[src/hw/rtl/rvst_pkg.sv]
// rvst_pkg: command and result item types and codes for the removable volume slot table.
// No dependencies; imported by removable_volume_slot_table_unit.
`default_nettype none

package rvst_pkg;

  // command codes
  localparam logic [2:0] FN_REGISTER   = 3'd0;
  localparam logic [2:0] FN_UNREGISTER = 3'd1;
  localparam logic [2:0] FN_MARK_DIRTY = 3'd2;
  localparam logic [2:0] FN_ACQUIRE    = 3'd3;
  localparam logic [2:0] FN_RELEASE    = 3'd4;
  localparam logic [2:0] FN_EJECT      = 3'd5;

  // status codes
  localparam logic [2:0] ST_OK        = 3'd0;
  localparam logic [2:0] ST_FULL      = 3'd1;
  localparam logic [2:0] ST_INVALID   = 3'd2;
  localparam logic [2:0] ST_NOT_FOUND = 3'd3;
  localparam logic [2:0] ST_BUSY      = 3'd4;

  localparam logic [15:0] REFS_MAX = 16'hFFFF;

  typedef struct packed {
    logic [2:0]  func;
    logic [4:0]  device_id;
    logic [31:0] byte_count;
  } cmd_t;

  typedef struct packed {
    logic [2:0]  status;
    logic [4:0]  assigned_id;
    logic [31:0] flushed_bytes;
  } result_t;

  // one slot entry as kept in the entry memory
  typedef struct packed {
    logic        dirty;
    logic [31:0] pending;
    logic [15:0] refs;
  } entry_t;

endpackage

`default_nettype wire

[src/hw/rtl/removable_volume_slot_table_unit.sv]
// removable_volume_slot_table_unit: slot table with read-modify-write of one entry per item.
// Depends on rvst_pkg (item types, command and status codes).
//
//   channel   ports                 handshake
//   command   start, busy, cmd      taken on a clock edge with start high and busy low
//   result    done, result          done high for one cycle, one result per command
//
// Each item: the accept edge reads the entry memory (one port), the
// next cycle runs the shared adder and writes the entry back, then the result shows
// for one cycle while a new item may already be accepted.
// rst (synchronous) clears the in-use flags; entries are rewritten when a slot is
// registered, so the memory needs no clearing. The receiver cannot stall.
`default_nettype none

module removable_volume_slot_table_unit #(
  parameter int SLOTS = 16
) (
  input  wire logic            clk,
  input  wire logic            rst,
  input  wire logic            start,
  output logic                 busy,
  input  wire rvst_pkg::cmd_t  cmd,
  output logic                 done,
  output rvst_pkg::result_t    result
);
  import rvst_pkg::*;

  localparam int IDX_W = (SLOTS > 1) ? $clog2(SLOTS) : 1;

  typedef enum logic [1:0] {
    S_IDLE = 2'b01,
    S_EXEC = 2'b10
  } state_t;

  state_t             state;
  logic [SLOTS-1:0]   slot_used;
  entry_t             mem [SLOTS];
  entry_t             rd_data;

  logic [2:0]         func_q;
  logic [31:0]        bytes_q;
  logic [IDX_W-1:0]   idx_q;
  logic               id_ok_q;
  logic               free_found_q;

  logic               accept;
  logic               id_ok;
  logic [4:0]         id_m1;
  logic [IDX_W-1:0]   id_idx;
  logic [IDX_W-1:0]   free_idx;
  logic               free_found;
  logic [IDX_W-1:0]   rd_idx;

  logic [31:0]        op_a;
  logic [31:0]        op_b;
  logic [31:0]        sum;
  logic               wr_en;
  entry_t             wr_data;
  logic               used_set;
  logic               used_clr;
  result_t            res_next;

  assign busy   = (state == S_EXEC);
  assign accept = start && !busy;

  assign id_ok  = (cmd.device_id != 5'd0) && ({27'd0, cmd.device_id} <= 32'(SLOTS));
  assign id_m1  = cmd.device_id - 5'd1;
  assign id_idx = id_ok ? id_m1[IDX_W-1:0] : '0;

  // lowest free slot
  always_comb begin
    free_idx   = '0;
    free_found = 1'b0;
    for (int i = SLOTS - 1; i >= 0; i--) begin
      if (!slot_used[i]) begin
        free_idx   = IDX_W'(i);
        free_found = 1'b1;
      end
    end
  end

  assign rd_idx = (cmd.func == FN_REGISTER) ? free_idx : id_idx;

  // shared adder: pending + bytes, refs + 1, refs - 1
  always_comb begin
    unique case (func_q)
      FN_MARK_DIRTY: begin
        op_a = rd_data.pending;
        op_b = bytes_q;
      end
      FN_RELEASE: begin
        op_a = {16'd0, rd_data.refs};
        op_b = 32'hFFFF_FFFF;
      end
      default: begin
        op_a = {16'd0, rd_data.refs};
        op_b = 32'd1;
      end
    endcase
  end
  assign sum = op_a + op_b;

  always_comb begin
    res_next = '{status: ST_OK, assigned_id: 5'd0, flushed_bytes: 32'd0};
    wr_en    = 1'b0;
    wr_data  = rd_data;
    used_set = 1'b0;
    used_clr = 1'b0;
    if (func_q == FN_REGISTER) begin
      if (free_found_q) begin
        wr_en                = 1'b1;
        wr_data              = '0;
        used_set             = 1'b1;
        res_next.assigned_id = 5'(idx_q) + 5'd1;
      end else begin
        res_next.status = ST_FULL;
      end
    end else if (func_q > FN_EJECT || !id_ok_q) begin
      res_next.status = ST_INVALID;
    end else if (!slot_used[idx_q]) begin
      res_next.status = ST_NOT_FOUND;
    end else begin
      unique case (func_q)
        FN_UNREGISTER: begin
          if (rd_data.refs != 16'd0) begin
            res_next.status = ST_BUSY;
          end else begin
            wr_en    = 1'b1;
            wr_data  = '0;
            used_clr = 1'b1;
          end
        end
        FN_MARK_DIRTY: begin
          wr_en           = 1'b1;
          wr_data.dirty   = 1'b1;
          wr_data.pending = sum;
        end
        FN_ACQUIRE: begin
          wr_en        = (rd_data.refs != REFS_MAX);
          wr_data.refs = sum[15:0];
        end
        FN_RELEASE: begin
          wr_en        = (rd_data.refs != 16'd0);
          wr_data.refs = sum[15:0];
        end
        default: begin
          if (rd_data.refs != 16'd0) begin
            res_next.status = ST_BUSY;
          end else begin
            res_next.flushed_bytes = rd_data.pending;
            wr_en                  = 1'b1;
            wr_data.pending        = 32'd0;
            wr_data.dirty          = 1'b0;
          end
        end
      endcase
    end
  end

  // entry memory: read at accept, written back in the execute cycle
  always_ff @(posedge clk) begin
    if (accept) begin
      rd_data <= mem[rd_idx];
    end
    if (state == S_EXEC && wr_en) begin
      mem[idx_q] <= wr_data;
    end
  end

  always_ff @(posedge clk) begin
    if (accept) begin
      func_q       <= cmd.func;
      bytes_q      <= cmd.byte_count;
      idx_q        <= rd_idx;
      id_ok_q      <= id_ok;
      free_found_q <= free_found;
    end
    if (state == S_EXEC) begin
      result <= res_next;
    end
  end

  always_ff @(posedge clk) begin
    if (rst) begin
      state     <= S_IDLE;
      done      <= 1'b0;
      slot_used <= '0;
    end else begin
      done <= (state == S_EXEC);
      unique case (state)
        S_IDLE: begin
          if (accept) begin
            state <= S_EXEC;
          end
        end
        S_EXEC: begin
          state <= S_IDLE;
          if (used_set) begin
            slot_used[idx_q] <= 1'b1;
          end else if (used_clr) begin
            slot_used[idx_q] <= 1'b0;
          end
        end
        default: begin
          state <= S_IDLE;
        end
      endcase
    end
  end

endmodule

`default_nettype wire
[config.mk]
export PLATFORM = sky130hd
export DESIGN_NAME = removable_volume_slot_table_unit
export DESIGN_NICKNAME = d
export VERILOG_FILES = /design/src/hw/rtl/rvst_pkg.sv /design/src/hw/rtl/removable_volume_slot_table_unit.sv
export SDC_FILE = /design/constraint.sdc
export NUM_CORES = 1
export LEC_CHECK = 0
export ABC_AREA = 1
export BUFFER_PORTS_ARGS = -buffer_cell sky130_fd_sc_hd__buf_2
export CORE_AREA = 2 2 378 380
export CTS_CLUSTER_SIZE = 25
export DETAILED_ROUTE_END_ITERATION = 10
export DIE_AREA = 0 0 380 382
export SETUP_SLACK_MARGIN = 0.5
export SLEW_MARGIN = 20
export SYNTH_ARGS = -nofsm -noshare
export SYNTH_HDL_FRONTEND = slang
export SYNTH_SLANG_ARGS = --single-unit
[constraint.sdc]
create_clock -name clk -period 8.7 [get_ports clk]
set_input_delay 0.87 -clock clk [delete_from_list [all_inputs] [get_ports clk]]
set_output_delay 0.87 -clock clk [all_outputs]
set_load 0.05 [all_outputs]
; ---- After elaboration in Yosys (flattened, before gate mapping)
; Memory sizes are Yosys's and may differ from the RTL's. A register that Yosys moved wholly into a read port is not among the register bits.
; Index checks and enable logic that the tools add are counted.
[totals]
ff_bits = 100
wordCells = 104
mem_count = 1
mem_bits_rw = 784
[memory_table]
columns = memory, words, word_bits, rd, rd_clocked_by_memory_dff, wr, line_no
row1 = mem, 16, 49, 1, 1, 1, removable_volume_slot_table_unit.sv:37  ; entry_t mem [SLOTS];
[classes]
n_lt_le_gt_ge = 4
eq_ne = 7
muxes = 54
addsub = 3
n_reduce_logical = 19
n_bitwise = 5
[op_table]
columns = cell, count
row1 = two-way mux 49 bit, 5
row2 = case mux 33 bit (3 select lines), 1
row3 = two-way mux 4 bit, 18
row4 = case mux 32 bit (2 select lines), 1
row5 = two-way mux 33 bit, 1
row6 = adder 32 bit, 1
row7 = two-way mux 16 bit, 2
row8 = two-way mux 32 bit, 1
row9 = case mux 16 bit (2 select lines), 1
row10 = bitwise AND 16 bit, 1
row11 = two-way mux 1 bit, 16
row12 = != test 16 bit (second input constant), 1
row13 = inverter 16 bit, 1
row14 = bitwise OR 16 bit, 1
row15 = nonzero test 16 bit, 1
row16 = two-way mux 3 bit, 5
row17 = AND reduction 15 bit, 1
row18 = OR reduction 8 bit, 1
row19 = == test 3 x 2 -> 1 bit (second input constant), 2
row20 = zero test 3 bit, 2
row21 = adder 4 x 1 -> 5 bit (second input constant), 1
row22 = <= comparator 5 bit (second input constant), 1
row23 = < comparator 4 x 5 -> 1 bit (second input constant), 1
row24 = nonzero test 5 bit, 1
row25 = other kinds (18), 25

; ---- Longest topological paths before layout
; Gate-level depths: netlist (run 1).
[logic_depth]
ltp_word = 17
depth_mapped = 30

; ---- Least setup slack after synthesis (run 1)
; OpenSTA, ideal clock, no wires.
[synth_path]
path_kind = flip-flop to flip-flop
start = register state[1]
end = memory mem[0][0] (netlist bit), enable pin
path_slack_ns = 1.533
synth_period_minus_slack_ns = 7.167
required_time_ns = 8.187
arrival_ns = 6.655
path_stages_with_launch = 5
path_buffers = 0
cell_sequence = dfxtp_1 -> inv_1 -> nor2_1 -> nand3_2 -> nor3_1
[synth_via]
elab_chain_len = 4
[synth_rtl]
columns = item, line_no
row1 = start: declaration, removable_volume_slot_table_unit.sv:35  ; state_t state;
row2 = start signal: assignment, removable_volume_slot_table_unit.sv:185  ; state <= S_IDLE;
row3 = start signal: assignment, removable_volume_slot_table_unit.sv:193  ; state <= S_EXEC;
row4 = start signal: assignment, removable_volume_slot_table_unit.sv:197  ; state <= S_IDLE;
row5 = == test 2 bit, -
row6 = named net busy, removable_volume_slot_table_unit.sv:21  ; output logic busy,
row7 = logical AND 1 bit, removable_volume_slot_table_unit.sv:165  ; if (state == S_EXEC && wr_en) begin
row8 = two-way mux 1 bit, removable_volume_slot_table_unit.sv:165
row9 = two-way mux 1 bit (not written as such), removable_volume_slot_table_unit.sv:166  ; mem[idx_q] <= wr_data;
row10 = end: declaration, removable_volume_slot_table_unit.sv:37
; The timed path passes the listed nets, and every way through them passes these cells.

; ---- Final worst setup path (run 1)
[layout_path]
start = register idx_q[0]
end = memory mem[15][41] (netlist bit), enable pin
[layout_via]
elab_chain_len = 8
[layout_rtl]
columns = item, line_no
row1 = start: declaration, removable_volume_slot_table_unit.sv:42  ; logic [IDX_W-1:0] idx_q;
row2 = start signal: assignment, removable_volume_slot_table_unit.sv:174  ; idx_q <= rd_idx;
row3 = binary-select mux 1 bit (select 4 bit), removable_volume_slot_table_unit.sv:120  ; end else if (!slot_used[idx_q]) begin
row4 = two-way mux 1 bit (not written as such), removable_volume_slot_table_unit.sv:120
row5 = two-way mux 1 bit, removable_volume_slot_table_unit.sv:120
row6 = two-way mux 1 bit, removable_volume_slot_table_unit.sv:118  ; end else if (func_q > FN_EJECT || !id_ok_q) begin
row7 = two-way mux 1 bit, removable_volume_slot_table_unit.sv:109  ; if (func_q == FN_REGISTER) begin
row8 = logical AND 1 bit, removable_volume_slot_table_unit.sv:165
row9 = two-way mux 1 bit, removable_volume_slot_table_unit.sv:165
row10 = two-way mux 1 bit (not written as such), removable_volume_slot_table_unit.sv:166
; Parallel ways exist; a longest one is shown, timed or not. The select of a mux whose other input is x is not followed.

==> results.cfg, run 1 <==
[setup_path]
crit_path_end_kind = register
crit_family = simple AND/OR/NAND/NOR gates
critical_path.max_fanout = 30
r2r-start = idx_q[0]
cp_num_buf_inv = 3
worstPathCellList = inv_1, o21ai_0, o21ai_1, nand2_1, nand4_2, nor2_4, inv_2, nor2_2, o21ai_1, nand2_1, nand3_2, nor2_4, buf_4
startpoint = idx_q[0]
cp.depth = 13
worstRegToRegCells = 13
critPathLaunchType = register
r2r-end = mem[15][41]
cpPeakStageDelay_ps = 860
r2r_slack_ps = 3190
crit_required_ps = 8990
cp_slowest_cell = nor2_4
cp.arrival_ps = 5790
path_class = register to register

[timing]
fmax_mhz = 181.6
holdWs_ps = 364.5
worst_slew_margin_rel_pct = 24.16
setup_viol = 0
tightest_slew_ps = 1138
hold_viol_final = 0
drv_slew = 0
setup_tns_ps = 0
min_period_ps = 5506
rsz0062_at_grt = false
fin_skew_ps = 31.35
finalCritPeriodShare_pct = 63.28
fin_ws_ps = 3194

[clock_network]
cts_tree = done
cts_buffers = 94
clk_pin_slew_worst_paths_ps = 70
clock_path_buffers = 3
hold_buffers = 0
clkLatencyLatePin_ps = 680
postCtsSetupRepairBufs = 0
clock-sinks = 916
root_buffer = clkbuf_16
htreeDepth = 3
post_cts_resize_count = 0

[grt]
grt_antenna_before_repair = 2
grt_use_total_pct = 15.72
grt_first_pass_wirelength_mm = 177.4
grt_pass1_vias = 28819
grt_max_degree = 138
grt_overflow = 0

[floorplan]
start_util_pct = 29.94
die_h_microns = 382
pin_count = 85
die-area_sq_mm = 0.1452
die_w_microns = 380
rows = 138
core_sq_mm = 0.1409

[route]
topRoutingLayerUsed = met4
wl_per_cell_microns = 18.88
vias = 30163
postRouteAntennaNets = 0
drtIter0Drc = 3000
route.met3.wl_mm = 9.090
dr.pass1.iters = 6
met1_length_mm = 51.16
via_per_inst = 4.879
dr_wl_met2_mm = 53.57
wl_mm = 116.7
drc = 0

[placed_design]
dp_slack_ps = 3201
dp_hpwl_mm = 64.92
gp_congestion = 0.8477
numPortBuffers = 84
place_area_sq_mm = 0.04469

[power_and_ir_drop]
p_clk_share_pct = 38.8
seq_power_share_pct = 50.7
ir_drop_mv = 0.1587
intPower_uw = 7475
comb_power_share_pct = 10.5
switchingPower_uw = 2525
power.density_mw_per_mm2 = 209.9
switching_share_pct = 25.25
p_leak_uw = 0.01925

[yosys]
seq_area_frac_synth_pct = 64.75
synth_xor_area_share_pct = 0.3915
synth_top_family_by_area = simple AND/OR/NAND/NOR gates
synth_mux_area_share_pct = 0
synth_compound_area_share_pct = 3.577
synth_fa_ha_area_share_pct = 1.145
ys.flop_type = edfxtp_1
postSynth.asyncResetShare_pct = 0
synth_cells = 4195
ys_types = 51
synthSimpleGateAreaFrac_pct = 22.67
synth.avg_cell_area_sq_um = 10.06
synth_fp_nets = 4276
synth-seq-cells = 916
synth_edf_count = 897
synth_area_sq_mm = 0.04218
ys_warn_count = 0

[layout]
nNetsFinal = 4294
seqCellArea_sq_mm = 0.02732
drive_above_1_share_pct = 8.252
layout_commonest_cell = nand2_1
area_growth_pct = 12.93
nFillCells = 14105
multi_input_comb_area_sq_mm = 0.01194
final_cell_mix = 1086 x nand2_1, 904 x nand3_1, 897 x edfxtp_1
design_area_sq_mm = 0.04764

[min_path]
hold_path_depth = 1
worstHoldEndpoint = bytes_q[25]
hp-start = cmd[25]
holdCritPathClass = primary input to register

[outcome]
outcome = complete, no violations

[run]
drv_cap = 0
==> per-layer routing <==
layer	GRT usage [%]	vias to the layer above
met3	2.234	195
li1	-	14238
met1	21.86	14572
met2	25.44	1158
met4	4.725	0
met5	0	-
==> state kept, by name, indices dropped and copies added (netlist names), named ones only <==
signal and flops:
bytes_q 32, rd_data 48, state 2, result 40, mem 768, done 1, id_ok_q 1, func_q 3
free_found_q 1, idx_q 4
==> logic make-up (layout without fill, tap and decap cells) <==
family	Yosys count	after routing
adders and majority gates	38	38
other	0	2
DFF	916	916
and+or+nand+nor	2177	2177
AOI/OAI and AO/OA	259	259
xor gates and xnor gates	18	18
buffers and inverters	787	882
==> metrics by stage <==
stage,power (uW),utilization [%],cells
2_1_floorplan,5796,-,4195
3_3_place_gp,6179,31.68,6005
3_5_place_dp,6191,31.72,6006
4_1_cts,10050,33.78,6179
5_1_grt,10320,33.81,6181
6_report,10000,33.81,6182
==> worst reg2reg max path: stages (launching register included) <==
cell	delay, ps
edfxtp_1	700
inv_1	180
o21ai_0	200
o21ai_1	90
nand2_1	90
nand4_2	140
nor2_4	600
inv_2	250
nor2_2	490
o21ai_1	180
nand2_1	140
nand3_2	540
nor2_4	870
buf_4	650
==> area by class of cell <==
cell class	instances	share of cell area, %
sequential	916	57.34
multi-input combinational	2492	25.06
clock buffer	126	5.319
tap	1890	4.964
inverter	548	4.344
timing repair buffer	161	2.164
clock inverter	47	0.7932
antenna	2	0.01051
==> power groups by stage <==
stage	clock network, uW	registers [uW]	logic (uW)
after floorplan	0	5130	662
after global routing	4100	5070	1150
after detailed placement	0	5160	1030
final	3880	5070	1050
after CTS	3940	5070	1040
after global placement	0	5160	1020
==> cells in the mapped netlist, types with 2 or more instances <==
library cell,number,area [sq um]
a21o_1,10,75.07
dfxtp_1,19,380.4
nand2_4,2,22.52
ha_1,37,462.9
o31ai_1,2,15.01
o221ai_1,2,17.52
clkinv_1,4,15.01
buf_2,97,485.5
nor3_1,24,120.1
clkbuf_1,91,341.6
or2_2,6,37.54
inv_2,6,22.52
nand2_1,1087,4080
nor4_1,4,25.02
a31oi_1,5,31.28
nand3_1,904,4524
buf_1,38,142.6
xnor2_1,9,78.83
edfxtp_1,897,26940
o21ai_1,22,110.1
inv_1,537,2016
nand4_1,15,93.84
o21ai_0,98,490.5
a21boi_0,4,30.03
nor2_1,112,420.4
a221oi_1,4,35.03
a21oi_1,56,280.3
o21bai_1,4,30.03
xor2_1,8,70.07
o22ai_1,36,225.2
a22oi_1,3,22.52
o32ai_1,3,26.28
nor2_2,3,18.77
buf_6,6,67.56
nand3_2,2,20.02
buf_4,7,52.55
nor3_2,12,120.1
a22oi_2,6,75.07
==> worst max-delay path by stage <==
stage | endpoint | slack, ps
3_3_place_gp | mem[7][35] | 3020
4_1_cts | mem[15][41] | 3180
2_1_floorplan | mem[0][0] | 1530
6_report | mem[15][41] | 3190
5_1_grt | mem[15][41] | 2800
3_5_place_dp | mem[15][44] | 3200
(Power assumes the default switching activity.)
==> run 2, diff against run 1 <==
clock period = 5 ns   (was 8.7 ns; I/O delays follow)
==> run 2 against run 1 <==
  * Register-to-register slack got worse by 2400 ps
  * Sequential power is 74% higher
  * First-iteration DRC count rose by 12%
  * Highest routed layer unchanged
==> results.cfg, run 2 (synthesis results as in run 1) <==
[setup_path]
critPathMostFrequentCell = nand2_1
crit_required_ps = 5320
worstPathCellList = nor2_1, inv_1, nor2_4, inv_1, buf_4, o21ai_0, inv_1, ha_1, nand3_1, nand3_1, nand3_1, nand2_1, a21o_1, nand2_1, nand2_1, a21oi_1, or2_2, nand3_1, o21ai_0, nand2_1, o21ai_0, nand2_1, nand2_2
path_class = register to register
cp.arrival_ps = 4500
critPathLaunchType = register
crit_path_end_kind = register
cpPeakStageDelay_ps = 450
critical_path.max_fanout = 16
cp_slowest_cell = edfxtp_1

[layout]
top_regs = mem (768), rd_data (48), result (40)
layout_commonest_cell = nand2_1
largest_reg_flops = 768
seqCellArea_sq_mm = 0.02732
area_growth_pct = 13.95
multi_input_comb_area_sq_mm = 0.01200
nFillCells = 14178
diodes = 0
drive_above_1_share_pct = 8.931
layout.cells.non_filler = 6212
max_flop_register = mem
nNetsFinal = 4335
final_cell_mix = 1077 x nand2_1, 904 x nand3_1, 897 x edfxtp_1

[clock_network]
root_buffer = clkbuf_16
clk_pin_slew_worst_paths_ps = 70
clock_path_buffers = 3
htreeDepth = 3
clock-sinks = 916
cts_tree = done
clkLatencyLatePin_ps = 660
cts_buffers = 90

[outcome]
outcome = complete, no violations

[power_and_ir_drop]
ir_drop_mv = 0.2893
comb_power_share_pct = 10.9
total_power_uw = 17040
intPower_uw = 12730
switching_share_pct = 25.27
p_clk_share_pct = 37.4
p_leak_uw = 0.01946
power.density_mw_per_mm2 = 354.5
seq_power_share_pct = 51.7
switchingPower_uw = 4307

[timing]
min_period_ps = 4173
rsz0062_at_grt = false
hold_viol_final = 0
tightest_slew_ps = 1164
setup_viol = 0
worst_slew_margin_rel_pct = 21.88
setup_tns_ps = 0
fin_skew_ps = 18.37
holdWs_ps = 29.76
drv_slew = 0
finalCritPeriodShare_pct = 83.46
fmax_mhz = 239.6

[placed_design]
dpl.cell_count = 6031
numPortBuffers = 84
gp_congestion = 0.9829
dp_hpwl_mm = 68.90

[floorplan]
rows = 138
die_h_microns = 382
die-area_sq_mm = 0.1452
start_util_pct = 29.94
die_w_microns = 380
core_sq_mm = 0.1409
pin_count = 85

[route]
drtIter0Drc = 3370
wl_per_cell_microns = 19.89
postRouteAntennaNets = 0
drc = 0
vias = 30745
via_per_inst = 4.949
wl_mm = 123.6
dr.pass1.iters = 6

[grt]
grt_first_pass_wirelength_mm = 185.2
grt_antenna_before_repair = 1
grt_overflow = 0
grt_pass1_vias = 28914
grt_use_total_pct = 16.58
grt_max_degree = 167

[min_path]
holdCritPathClass = primary input to register

[run]
drv_cap = 0
[run 2: cell types whose count changed in the layout (fill, tap and decap cells not counted), sizes merged]
cell / before / now
buf: 161 / 191
diode: 2 / 0
clkinvlp: 0 / 3
clkinv: 42 / 38
bufinv: 5 / 3
clkbuf: 126 / 119
dlygate4sd3: 0 / 14
inv: 548 / 546
[run 2: repair_timing]
item / CTS / global route
hold buffers: 14 / 0
hold endpoints to repair: 14 / 0
gates cloned: 0 / 1
endpoints found under the setup margin: 32 / 192
buffers inserted: 0 / 6
pin swaps: 0 / 1
resized for setup: 2 / 16
[run 2: critical path, delay by kind of cell, from the launching register on]
kind                     cells  cell delay [ps]
AO/OA/AOI/OAI                5              800
adder cells (fa/ha/maj)      1              280
buffers and inverters        4              460
flip-flops                   1              450
AND/OR/NAND/NOR             13             1830
[run 2: routing by layer]
| metal | vias up | share of wire [%] | GRT usage, % |
|---|---|---|---|
| li1 | 14316 | - | - |
| met1 | 14999 | 43 | 22.60 |
| met2 | 1229 | 47 | 27.26 |
| met3 | 201 | 7.3 | 2.569 |
| met4 | 0 | 2.7 | 4.850 |
| met5 | - | 0 | 0 |
[run 2: power by group through the flow]
stage	clock network, uW	registers [uW]	logic [uW]
after floorplan	0	8930	1150
after global placement	0	8970	1790
after detailed placement	0	8970	1810
after CTS	6480	8810	1830
after global routing	6770	8810	2030
final	6370	8810	1850
[run 2: final cells by class]
cell class	instances	area share, %
Timing Repair Buffer	205	3.366
Clock inverter	41	0.6482
Tap cell	1890	4.920
Clock buffer	119	4.956
Timing Repair inverter	1	0.01562
Sequential cell	916	56.83
Multi-Input combinational cell	2492	24.96
Inverter	548	4.308
[run 2: path summary, 6_finish.rpt]
check        startpoint     endpoint  slack, ps  depth (start not counted)
max reg2reg   func_q[2]  mem[12][39]        830                         23
min             cmd[21]  bytes_q[21]         30                          1
max           func_q[2]  mem[12][39]        830                         23
min reg2reg    state[0]     state[0]        510                          1
[run 2: metrics by stage]
stage | area [sq um] | setup WS, ps | utilization, %
after floorplan | 42250 | 592.9 | -
after global placement | 45100 | 638.8 | 32.01
after CTS | 47940 | 524.3 | 34.03
after global routing | 48070 | 495.9 | 34.12
final | 48070 | 827.0 | 34.12
after detailed placement | 45100 | 413.8 | 32.01
